<file path="config.mk">
export PLATFORM = sky130hd
export DESIGN_NAME = vario_tone_mapper_top_flat
export DESIGN_NICKNAME = d
export VERILOG_FILES = /design/src/design/vtm_pkg.sv /design/src/design/vtm_if.sv /design/src/design/vario_tone_mapper_top.sv /design/src/design/vtm_ram.sv /design/src/design/vtm_div.sv /design/src/flat_wrapper.sv
export VERILOG_INCLUDE_DIRS = /design/src /design/src/design
export SDC_FILE = /design/constraint.sdc
export NUM_CORES = 2
export LEC_CHECK = 0
export CAP_MARGIN = 5
export CORE_MARGIN = 5
export CORE_UTILIZATION = 45
export DETAILED_ROUTE_END_ITERATION = 7
export DONT_BUFFER_PORTS = 1
export RECOVER_POWER = 100
export SYNTH_ARGS = -nofsm -noshare
export SYNTH_HDL_FRONTEND = slang
export SYNTH_SLANG_ARGS = --single-unit
</file>
<file path="constraint.sdc">
create_clock -name clk -period 13.5 [get_ports clk]
set_clock_uncertainty 0.15 [all_clocks]
set_input_delay 0.675 -clock clk [delete_from_list [all_inputs] [get_ports clk]]
set_output_delay 0.675 -clock clk [all_outputs]
set_load 0.02 [all_outputs]
</file>
<file path="src/design/vario_tone_mapper_top_macros.svh">
`ifndef VARIO_TONE_MAPPER_TOP_MACROS_SVH
`define VARIO_TONE_MAPPER_TOP_MACROS_SVH
// same-cycle implication check
`define VTM_ASSERT_NOW(lbl, ante, cons) \
  lbl: assert property (@(posedge clk) disable iff (rst) (ante) |-> (cons)) \
    else $error("vtm assertion failed");
// next-cycle implication check
`define VTM_ASSERT_NEXT(lbl, ante, cons) \
  lbl: assert property (@(posedge clk) disable iff (rst) (ante) |=> (cons)) \
    else $error("vtm assertion failed");
`endif

</file>
<file path="src/design/vtm_pkg.sv">
`default_nettype none
package vtm_pkg;
  localparam int TABLE_ENTRIES = 16;
  localparam int IDX_W = $clog2(TABLE_ENTRIES);
  localparam int NUM_W = 27;
  localparam int DEN_W = 13;

  localparam logic [1:0] CLS_SILENT = 2'd0;
  localparam logic [1:0] CLS_SINK   = 2'd1;
  localparam logic [1:0] CLS_CLIMB  = 2'd2;

  localparam logic REQ_WRITE  = 1'b0;
  localparam logic REQ_SAMPLE = 1'b1;

  localparam logic [2:0] REG_SINK  = 3'd0;
  localparam logic [2:0] REG_CLIMB = 3'd1;
  localparam logic [2:0] REG_SENS  = 3'd2;
  localparam logic [2:0] REG_VOL   = 3'd3;
  localparam logic [2:0] REG_TSIZE = 3'd4;

  // x / 100 == (x * PCT_RECIP) >> PCT_SHIFT for x below 2^20
  localparam int PCT_SHIFT = 26;
  localparam logic [19:0] PCT_RECIP = 20'd671089;

  typedef struct packed {
    logic signed [11:0] vel;
    logic [12:0] freq;
    logic [11:0] period;
    logic [6:0]  duty;
  } entry_t;

  typedef struct packed {
    logic start;
    logic [NUM_W-1:0] num;
    logic [DEN_W-1:0] den;
  } div_req_t;

  typedef struct packed {
    logic done;
    logic [NUM_W-1:0] quo;
    logic [DEN_W-1:0] rem;
  } div_rsp_t;
endpackage
`default_nettype wire

</file>
<file path="src/design/vtm_if.sv">
`default_nettype none
interface vtm_in_if;
  logic valid;
  logic ready;
  logic req_type;
  logic [3:0] table_index;
  logic signed [11:0] entry_velocity;
  logic [12:0] entry_freq;
  logic [11:0] entry_period;
  logic [6:0] entry_duty;
  logic signed [11:0] velocity;
  modport source (output valid, req_type, table_index, entry_velocity, entry_freq,
                  entry_period, entry_duty, velocity, input ready);
  modport sink (input valid, req_type, table_index, entry_velocity, entry_freq,
                entry_period, entry_duty, velocity, output ready);
endinterface

interface vtm_out_if;
  logic valid;
  logic ready;
  logic tone_on;
  logic [1:0] beep_class;
  logic [12:0] tone_freq;
  logic [11:0] beep_period;
  logic [11:0] beep_on_time;
  logic [6:0] beep_volume;
  modport source (output valid, tone_on, beep_class, tone_freq, beep_period,
                  beep_on_time, beep_volume, input ready);
  modport sink (input valid, tone_on, beep_class, tone_freq, beep_period,
                beep_on_time, beep_volume, output ready);
endinterface

interface vtm_cfg_if;
  logic valid;
  logic ready;
  logic [2:0] index;
  logic [11:0] data;
  modport source (output valid, index, data, input ready);
  modport sink (input valid, index, data, output ready);
endinterface
`default_nettype wire

</file>
<file path="src/design/vario_tone_mapper_top.sv">
// A table write is taken on accept; a silent sample goes straight to the done state, which raises its word.
// A toned sample reads table entries in turn, each read then checked (1-16 entries), then runs the
// three interpolations (27-step serial divide) when it falls between two entries, then computes
// the on-time and raises its word; a stalled output holds the done state.
// One item is in work at a time; input is ready again as the word is raised.
// Reset (rst, synchronous): class silent, registers to their defaults, table undefined.
`default_nettype none
`include "vario_tone_mapper_top_macros.svh"
module vario_tone_mapper_top import vtm_pkg::*; (
  input wire logic clk,
  input wire logic rst,
  vtm_in_if.sink in_ch,
  vtm_out_if.source out_ch,
  vtm_cfg_if.sink cfg_ch
);
  localparam logic [3:0] S_IDLE = 4'd0;
  localparam logic [3:0] S_RD   = 4'd1;
  localparam logic [3:0] S_CHK  = 4'd2;
  localparam logic [3:0] S_MUL  = 4'd3;
  localparam logic [3:0] S_DIVS = 4'd4;
  localparam logic [3:0] S_DIVW = 4'd5;
  localparam logic [3:0] S_DONE = 4'd6;

  localparam logic [1:0] F_FREQ = 2'd0;
  localparam logic [1:0] F_PER  = 2'd1;
  localparam logic [1:0] F_DUTY = 2'd2;
  localparam logic [1:0] F_ONT  = 2'd3;

  logic [3:0] st;
  logic [1:0] cls;
  logic signed [11:0] sink_th, climb_th;
  logic [9:0] sens;
  logic [6:0] vol;
  logic [4:0] tsize;

  logic signed [11:0] v_r;
  logic [IDX_W-1:0] idx, last;
  entry_t ea, re;
  logic [1:0] fld;
  logic signed [27:0] prod;
  logic [12:0] fr;
  logic [11:0] pr, ot;
  logic [6:0] du;

  logic we;
  logic [IDX_W-1:0] waddr;
  entry_t wentry;
  logic [$bits(entry_t)-1:0] rdata;

  div_req_t dreq;
  div_rsp_t drsp;

  // ram and divider
  vtm_ram #(.WIDTH($bits(entry_t)), .DEPTH(TABLE_ENTRIES)) u_ram (
    .clk(clk), .we(we), .waddr(waddr), .wdata(wentry), .raddr(idx), .rdata(rdata)
  );
  assign re = entry_t'(rdata);

  vtm_div u_div (.clk(clk), .rst(rst), .req(dreq), .rsp(drsp));

  assign in_ch.ready = (st == S_IDLE);
  assign cfg_ch.ready = 1'b1;

  logic in_acc;
  assign in_acc = in_ch.valid && in_ch.ready;
  assign we = in_acc && (in_ch.req_type == REQ_WRITE) &&
              ({28'd0, in_ch.table_index} < 32'(TABLE_ENTRIES));
  assign waddr = IDX_W'(in_ch.table_index);
  assign wentry = '{vel: in_ch.entry_velocity, freq: in_ch.entry_freq,
                    period: in_ch.entry_period, duty: in_ch.entry_duty};

  always_comb begin
    if (tsize == 5'd0) begin
      last = '0;
    end else if ({27'd0, tsize} > 32'(TABLE_ENTRIES)) begin
      last = IDX_W'(TABLE_ENTRIES - 1);
    end else begin
      last = IDX_W'(tsize - 5'd1);
    end
  end

  // class update
  logic signed [13:0] vin, sink_hi, climb_lo;
  logic chg;
  logic [1:0] cls_next;
  always_comb begin
    vin = 14'(in_ch.velocity);
    sink_hi = 14'(sink_th) + 14'(sens);
    climb_lo = 14'(climb_th) - 14'(sens);
    case (cls)
      CLS_SINK:  chg = sink_hi < vin;
      CLS_CLIMB: chg = vin < climb_lo;
      default:   chg = (vin <= 14'(sink_th)) || (14'(climb_th) <= vin);
    endcase
    cls_next = cls;
    if (chg) begin
      if (vin <= 14'(sink_th)) cls_next = CLS_SINK;
      else if (14'(climb_th) <= vin) cls_next = CLS_CLIMB;
      else cls_next = CLS_SILENT;
    end
  end

  // multiply operands
  logic [12:0] lo_v, hi_v;
  logic signed [13:0] ma, mb;
  logic signed [27:0] prod_next;
  logic [12:0] span;
  always_comb begin
    case (fld)
      F_FREQ: begin lo_v = ea.freq; hi_v = re.freq; end
      F_PER:  begin lo_v = 13'(ea.period); hi_v = 13'(re.period); end
      F_DUTY: begin lo_v = 13'(ea.duty); hi_v = 13'(re.duty); end
      default: begin lo_v = '0; hi_v = '0; end
    endcase
    span = 13'(14'(re.vel) - 14'(ea.vel));
    if (fld == F_ONT) begin
      ma = 14'(pr);
      mb = 14'(du);
    end else begin
      ma = 14'(hi_v) - 14'(lo_v);
      mb = 14'(v_r) - 14'(ea.vel);
    end
    prod_next = 28'(ma) * 28'(mb);
  end

  logic signed [27:0] mag;
  always_comb begin
    mag = prod[27] ? -prod : prod;
    dreq.start = (st == S_DIVS) && (fld != F_ONT);
    dreq.num = mag[NUM_W-1:0];
    dreq.den = span;
  end

  // floor correction and on-time clamp
  logic [27:0] qa;
  logic signed [27:0] res;
  logic [12:0] val;
  logic [39:0] pct_prod;
  logic [13:0] pct_q;
  logic [11:0] on_sat;
  always_comb begin
    qa = {1'b0, drsp.quo} + 28'(prod[27] && (drsp.rem != '0));
    res = prod[27] ? -$signed(qa) : $signed(qa);
    val = 13'(res + $signed(28'(lo_v)));
    pct_prod = {20'd0, prod[19:0]} * {20'd0, PCT_RECIP};
    pct_q = pct_prod[PCT_SHIFT +: 14];
    on_sat = (pct_q > 14'd4095) ? 12'd4095 : pct_q[11:0];
  end

  logic step_done;
  assign step_done = drsp.done || (fld == F_ONT);

  always_ff @(posedge clk) begin
    if (rst) begin
      st <= S_IDLE;
      cls <= CLS_SILENT;
      out_ch.valid <= 1'b0;
    end else begin
      if (st == S_DONE && (!out_ch.valid || out_ch.ready)) begin
        out_ch.valid <= 1'b1;
      end else if (out_ch.valid && out_ch.ready) begin
        out_ch.valid <= 1'b0;
      end
      case (st)
        S_IDLE: begin
          if (in_acc && in_ch.req_type == REQ_SAMPLE) begin
            cls <= cls_next;
            st <= (cls_next == CLS_SILENT) ? S_DONE : S_RD;
          end
        end
        S_RD: st <= S_CHK;
        S_CHK: begin
          if (v_r <= re.vel || idx == last) st <= S_MUL;
          else st <= S_RD;
        end
        S_MUL: st <= S_DIVS;
        S_DIVS: st <= S_DIVW;
        S_DIVW: begin
          if (step_done) st <= (fld == F_ONT) ? S_DONE : S_MUL;
        end
        S_DONE: begin
          if (!out_ch.valid || out_ch.ready) begin
            st <= S_IDLE;
          end
        end
        default: st <= S_IDLE;
      endcase
    end
  end

  always_ff @(posedge clk) begin
    case (st)
      S_IDLE: begin
        v_r <= in_ch.velocity;
        idx <= '0;
      end
      S_CHK: begin
        if (v_r <= re.vel && idx != '0) begin
          fld <= F_FREQ;
        end else if (v_r <= re.vel || idx == last) begin
          fr <= re.freq;
          pr <= re.period;
          du <= re.duty;
          fld <= F_ONT;
        end else begin
          ea <= re;
          idx <= idx + 1'b1;
        end
      end
      S_MUL: prod <= prod_next;
      S_DIVW: begin
        if (step_done) begin
          case (fld)
            F_FREQ: fr <= val;
            F_PER:  pr <= val[11:0];
            F_DUTY: du <= val[6:0];
            default: begin
              if (pr == on_sat) begin
                pr <= '0;
                ot <= '0;
              end else begin
                ot <= on_sat;
              end
            end
          endcase
          fld <= fld + 1'b1;
        end
      end
      S_DONE: begin
        if (!out_ch.valid || out_ch.ready) begin
          out_ch.beep_class <= cls;
          out_ch.tone_on <= (cls != CLS_SILENT);
          out_ch.tone_freq <= (cls != CLS_SILENT) ? fr : '0;
          out_ch.beep_period <= (cls != CLS_SILENT) ? pr : '0;
          out_ch.beep_on_time <= (cls != CLS_SILENT) ? ot : '0;
          out_ch.beep_volume <= (cls != CLS_SILENT) ? vol : '0;
        end
      end
      default: ;
    endcase
  end

  always_ff @(posedge clk) begin
    if (rst) begin
      sink_th <= -12'sd300;
      climb_th <= 12'sd20;
      sens <= 10'd10;
      vol <= 7'd50;
      tsize <= 5'd12;
    end else if (cfg_ch.valid && cfg_ch.ready) begin
      case (cfg_ch.index)
        REG_SINK:  sink_th <= cfg_ch.data;
        REG_CLIMB: climb_th <= cfg_ch.data;
        REG_SENS:  sens <= cfg_ch.data[9:0];
        REG_VOL:   vol <= cfg_ch.data[6:0];
        REG_TSIZE: tsize <= cfg_ch.data[4:0];
        default: ;
      endcase
    end
  end

  `VTM_ASSERT_NOW(a_div_in_wait, drsp.done, st == S_DIVW)
  `VTM_ASSERT_NOW(a_walk_bound, st == S_CHK, idx <= last)
  `VTM_ASSERT_NOW(a_mute_zero, out_ch.valid && !out_ch.tone_on, out_ch.tone_freq == 13'd0 && out_ch.beep_period == 12'd0 && out_ch.beep_volume == 7'd0)
  `VTM_ASSERT_NEXT(a_sample_busy, in_acc && in_ch.req_type == REQ_SAMPLE, !in_ch.ready)
endmodule
`default_nettype wire

</file>
<file path="src/design/vtm_ram.sv">
`default_nettype none
module vtm_ram #(
  parameter int WIDTH = 8,
  parameter int DEPTH = 16
) (
  input  wire logic clk,
  input  wire logic we,
  input  wire logic [$clog2(DEPTH)-1:0] waddr,
  input  wire logic [WIDTH-1:0] wdata,
  input  wire logic [$clog2(DEPTH)-1:0] raddr,
  output logic [WIDTH-1:0] rdata
);
  logic [WIDTH-1:0] mem [DEPTH];

  always_ff @(posedge clk) begin
    if (we) begin
      mem[waddr] <= wdata;
    end
    rdata <= mem[raddr];
  end
endmodule
`default_nettype wire

</file>
<file path="src/design/vtm_div.sv">
`default_nettype none
module vtm_div import vtm_pkg::*; (
  input  wire logic clk,
  input  wire logic rst,
  input  wire div_req_t req,
  output div_rsp_t rsp
);
  localparam int CNT_W = $clog2(NUM_W + 1);

  logic [CNT_W-1:0] cnt;
  logic busy;
  logic done;
  logic [NUM_W-1:0] quo;
  logic [DEN_W:0] rem;
  logic [DEN_W-1:0] den;
  logic [DEN_W:0] rem_sh;
  logic fit;

  assign rem_sh = {rem[DEN_W-1:0], quo[NUM_W-1]};
  assign fit = rem_sh >= {1'b0, den};

  always_ff @(posedge clk) begin
    if (rst) begin
      busy <= 1'b0;
      cnt <= '0;
      done <= 1'b0;
    end else begin
      done <= 1'b0;
      if (req.start) begin
        busy <= 1'b1;
        cnt <= CNT_W'(NUM_W);
      end else if (busy) begin
        cnt <= cnt - 1'b1;
        if (cnt == CNT_W'(1)) begin
          busy <= 1'b0;
          done <= 1'b1;
        end
      end
    end
  end

  always_ff @(posedge clk) begin
    if (req.start) begin
      quo <= req.num;
      rem <= '0;
      den <= req.den;
    end else if (busy) begin
      rem <= fit ? rem_sh - {1'b0, den} : rem_sh;
      quo <= {quo[NUM_W-2:0], fit};
    end
  end

  assign rsp = '{done: done, quo: quo, rem: rem[DEN_W-1:0]};
endmodule
`default_nettype wire
</file>
<file path="src/flat_wrapper.sv">
// flat-port wrapper written by rule: the top's interface ports become plain ports
module vario_tone_mapper_top_flat import vtm_pkg::*;
  (clk, rst, in_ch_valid, in_ch_req_type, in_ch_table_index, in_ch_entry_velocity, in_ch_entry_freq, in_ch_entry_period, in_ch_entry_duty, in_ch_velocity, in_ch_ready, out_ch_valid, out_ch_tone_on, out_ch_beep_class, out_ch_tone_freq, out_ch_beep_period, out_ch_beep_on_time, out_ch_beep_volume, out_ch_ready, cfg_ch_valid, cfg_ch_index, cfg_ch_data, cfg_ch_ready);
  vtm_in_if in_ch_i ();
  vtm_out_if out_ch_i ();
  vtm_cfg_if cfg_ch_i ();
  input wire logic clk;
  input wire logic rst;
  input wire logic [$bits(in_ch_i.valid)-1:0] in_ch_valid;
  input wire logic [$bits(in_ch_i.req_type)-1:0] in_ch_req_type;
  input wire logic [$bits(in_ch_i.table_index)-1:0] in_ch_table_index;
  input wire logic [$bits(in_ch_i.entry_velocity)-1:0] in_ch_entry_velocity;
  input wire logic [$bits(in_ch_i.entry_freq)-1:0] in_ch_entry_freq;
  input wire logic [$bits(in_ch_i.entry_period)-1:0] in_ch_entry_period;
  input wire logic [$bits(in_ch_i.entry_duty)-1:0] in_ch_entry_duty;
  input wire logic [$bits(in_ch_i.velocity)-1:0] in_ch_velocity;
  output wire logic [$bits(in_ch_i.ready)-1:0] in_ch_ready;
  output wire logic [$bits(out_ch_i.valid)-1:0] out_ch_valid;
  output wire logic [$bits(out_ch_i.tone_on)-1:0] out_ch_tone_on;
  output wire logic [$bits(out_ch_i.beep_class)-1:0] out_ch_beep_class;
  output wire logic [$bits(out_ch_i.tone_freq)-1:0] out_ch_tone_freq;
  output wire logic [$bits(out_ch_i.beep_period)-1:0] out_ch_beep_period;
  output wire logic [$bits(out_ch_i.beep_on_time)-1:0] out_ch_beep_on_time;
  output wire logic [$bits(out_ch_i.beep_volume)-1:0] out_ch_beep_volume;
  input wire logic [$bits(out_ch_i.ready)-1:0] out_ch_ready;
  input wire logic [$bits(cfg_ch_i.valid)-1:0] cfg_ch_valid;
  input wire logic [$bits(cfg_ch_i.index)-1:0] cfg_ch_index;
  input wire logic [$bits(cfg_ch_i.data)-1:0] cfg_ch_data;
  output wire logic [$bits(cfg_ch_i.ready)-1:0] cfg_ch_ready;
  assign in_ch_i.valid = in_ch_valid;
  assign in_ch_i.req_type = in_ch_req_type;
  assign in_ch_i.table_index = in_ch_table_index;
  assign in_ch_i.entry_velocity = in_ch_entry_velocity;
  assign in_ch_i.entry_freq = in_ch_entry_freq;
  assign in_ch_i.entry_period = in_ch_entry_period;
  assign in_ch_i.entry_duty = in_ch_entry_duty;
  assign in_ch_i.velocity = in_ch_velocity;
  assign in_ch_ready = in_ch_i.ready;
  assign out_ch_valid = out_ch_i.valid;
  assign out_ch_tone_on = out_ch_i.tone_on;
  assign out_ch_beep_class = out_ch_i.beep_class;
  assign out_ch_tone_freq = out_ch_i.tone_freq;
  assign out_ch_beep_period = out_ch_i.beep_period;
  assign out_ch_beep_on_time = out_ch_i.beep_on_time;
  assign out_ch_beep_volume = out_ch_i.beep_volume;
  assign out_ch_i.ready = out_ch_ready;
  assign cfg_ch_i.valid = cfg_ch_valid;
  assign cfg_ch_i.index = cfg_ch_index;
  assign cfg_ch_i.data = cfg_ch_data;
  assign cfg_ch_ready = cfg_ch_i.ready;
  vario_tone_mapper_top u_core (.clk(clk), .rst(rst), .in_ch(in_ch_i), .out_ch(out_ch_i), .cfg_ch(cfg_ch_i));
endmodule
</file>
==> run_results.csv <==
group,metric,value,unit
worst_setup_path,critPathSlowestCell,"nor4_1",
placed_design,io_buffers,0,
placed_design,gp_congestion,0.893,
min_path,hp-start,"in_ch_valid",
synth,ys_ff_latch,1041,
finish,multiInputGateArea,0.0272,sq mm
timing,relSlewSlack,-1.82,
timing,fmax,0.0931,GHz
placed_design,dp_hpwl,104000,um
clock_network,clk_latency,730,ps
clock_network,cts_resized,0,
detailed_routing,via_per_inst,5.51,
run,drv_cap,31,
synth,avgSynthCellArea,13.4,sq um
worst_setup_path,rrSetupSlack,2760,ps
floorplan,die_y,376,um
worst_setup_path,crit_required,13690,ps
outcome,status,"complete, but fails checks",
worst_setup_path,critPathTopFamily,"adder cells",
global_routing,grt_pass1_vias,36700,
global_routing,grt-ovfl-total,0,
synth,synthCells,4499,
synth,synth_area,0.0602,sq mm
global_routing,grt_max_degree,149,
timing,setup_viol,0,
synth,synth.area.top_cells,"edfxtp_1 46%, fa_1 12%, ha_1 9.6%, mux4_2 8.2%, inv_1 4.1%",
floorplan,die_x,376,um
detailed_routing,drt-pass1-iter-count,6,
finish,nets,5485,
finish,fin_area,0.0665,sq mm
timing,min_period,10740,ps
worst_setup_path,r2r_start,"u_core.prod[14]",
synth,synth_top_area_cell,"edfxtp_1",
synth,synthXorXnorAreaFrac,0.0229,
floorplan,io_pins,131,
detailed_routing,avgRoutedWirePerCell,23.7,um
floorplan,core.rowCount,134,
synth,synth_edf_count,925,
synth,synth-seq-area-share,0.500,
floorplan,start_util,0.452,
min_path,min_to,"u_core.st[0]",
placed_design,place_area,0.0625,sq mm
min_path,whs_path_depth,2,
clock_network,clkTransAtPathRegs,60,ps
timing,timing.final.crit_share,0.796,
global_routing,grt_use_total,0.217,
worst_setup_path,crit_top_cell,"fa_1",
finish,fillers,11500,
detailed_routing,wirelength,153000,um
worst_setup_path,crit_path_end_kind,"register",
synth,synth_mux_area_frac,0.0869,
detailed_routing,drt_iter0_markers,2636,
timing,tightestPinTransition,4230,ps
floorplan,die_area,0.141,sq mm
timing,hold_violations,0,
synth,synth_compound_area_frac,0.0578,
clock_network,cts_max_level,3,
min_path,min_path_type,"in2reg",
clock_network,postCtsSetupBuffers,0,
clock_network,numCtsBuffers,105,
synth,synth_fa_ha_area_frac,0.212,
clock_network,cts_hold_buffers,73,
finish,area_growth,10.5,%
synth,synth-async-reset-ratio,0,
synth,yosys.area_share.simple,0.0715,
global_routing,grt_antenna_before_repair,17,
worst_setup_path,reg2reg_depth,25,
worst_setup_path,critPathMaxFanout,22,
worst_setup_path,r2r-end,"u_core.pr[2]",
synth,synth_ff_type,"edfxtp_1",
worst_setup_path,crit_start,"u_core.prod[14]",
detailed_routing,antenna_left,0,
clock_network,cts_tree,"yes",
worst_setup_path,arrival,10930,ps
finish,drive_gt1_frac,0.0941,
outcome,violations,"capacitance limit, slew limit",
worst_setup_path,cp_num_buf_inv,6,
clock_network,cts-root-buf,"clkbuf_16",
timing,setup_tns,0,ps
synth,synth_cell_types,87,
worst_setup_path,critical_path_class,"reg2reg",
detailed_routing,drc_errors,0,
timing,drv_slew,1125,
clock_network,cts_buffer_depth,3,
synth,syn-num-nets,5390,
synth,synth.top_cell.area_share,0.461,
global_routing,grt_pass1_wl,232000,um
timing,rsz0062_at_grt,"false",
floorplan,coreArea,0.133,sq mm
clock_network,cts.sinks,1041,
synth,synth_top_family_by_area,"adder cells",
detailed_routing,vias,35600,
worst_setup_path,startpoint_type,"register",
worst_setup_path,slowest_delay,1950,ps
finish,seqCellArea,0.0301,sq mm
synth,ys_warn_count,0,
final cells by class:
type / instances / share of cell area
Antenna cell: 4 / 0.000150
Clock buffer: 128 / 0.0415
Clock inverter: 70 / 0.0108
Inverter: 653 / 0.0368
Multi-Input combinational cell: 2669 / 0.409
Sequential cell: 1041 / 0.452
Tap cell: 1768 / 0.0332
Timing Repair Buffer: 124 / 0.0157
worst max path at each step:
stage / end / slack (ps) / cells past startpoint
6_report: u_core.pr[2] / 2760 / 25
5_1_grt: u_core.prod[27] / 2250 / 26
4_1_cts: u_core.prod[27] / 3580 / 38
3_5_place_dp: u_core.prod[27] / 3600 / 38
3_3_place_gp: u_core.prod[27] / 3680 / 36
2_1_floorplan: u_core.prod[27] / 3950 / 38
cell families after synthesis:
group / after synthesis
mux: 247
xor+xnor: 156
fa+ha+maj: 812
compound gates: 538
other cells: 1
buf+inv: 789
flops: 1041
simple gates: 915
routing by layer:
layer,up-vias,part of all wire,GRT usage,wire [um]
met1,18200,0.43,0.299,66300
met3,223,0.048,0.0273,7310
met2,986,0.49,0.369,75000
met5,-,0.00035,0,53
met4,8,0.028,0.0553,4230
li1,16200,-,-,-
cells in the final DEF (no fill, tap or decap), types with 105 or more instances in the layout:
cell / Yosys / layout
nor2_1: 200 / 195
inv_1: 651 / 651
dfxtp_1: 116 / 116
edfxtp_1: 925 / 925
xnor2_1: 118 / 118
a21oi_1: 156 / 155
nand2_1: 355 / 355
ha_1: 463 / 463
o21ai_0: 124 / 122
fa_1: 347 / 347
mux4_2: 220 / 220
clkbuf_16: 0 / 105
flip-flops by register name, summed over array words and instances (netlist names), 7 cells and up:
| register | count |
|---|---|
| u_core.u_div.rem | 13 |
| u_core.pr | 12 |
| u_core.out_ch.beep_period | 12 |
| u_core.sink_th | 12 |
| u_core.climb_th | 12 |
| u_core.v_r | 12 |
| u_core.out_ch.beep_on_time | 12 |
| u_core.fr | 13 |
| u_core.u_div.quo | 27 |
| u_core.prod | 28 |
| u_core.out_ch.beep_volume | 7 |
| u_core.u_div.den | 13 |
| u_core.sens | 10 |
| u_core.ea | 44 |
| u_core.u_ram.rdata | 44 |
| u_core.ot | 12 |
| u_core.u_ram.mem | 704 |
| u_core.vol | 7 |
| u_core.out_ch.tone_freq | 13 |
| u_core.du | 7 |
cells in the mapped netlist, types with 6 or more instances:
cell type,count
nor3_1,47
clkbuf_1,102
o21ai_0,124
nor2b_1,79
nand2b_1,34
nor4_1,8
nand3b_1,12
o21a_1,27
a22oi_1,11
and4_1,8
a21boi_0,22
nand2_1,355
a211oi_1,8
nor2_1,200
inv_1,651
a31oi_1,11
edfxtp_1,925
o211ai_1,6
dfxtp_1,116
or3_1,14
a222oi_1,8
mux2_2,6
fa_1,347
and2_1,29
nand4_1,24
o31ai_1,15
o21bai_1,11
a22o_1,8
xnor2_1,118
mux2i_1,21
nand3_1,56
or2_2,13
mux4_2,220
xor2_1,37
a21o_1,50
and3_1,15
buf_1,27
ha_1,463
a21oi_1,156
a211o_1,15
metrics by stage:
stage	utilization	hold slack, ps	std cells	worst slack [ps]
final	0.499	48.0	6457	2760
after floorplan	-	272	4499	3950
after detailed placement	0.469	287	6182	3600
after CTS	0.501	3.48	6453	3580
after global routing	0.499	40.1	6455	2250
after global placement	0.469	284	6182	3680
Power is left out: the tool's default activity adds up to more than one toggle a clock period on the data nets, which glitch-free logic cannot reach.
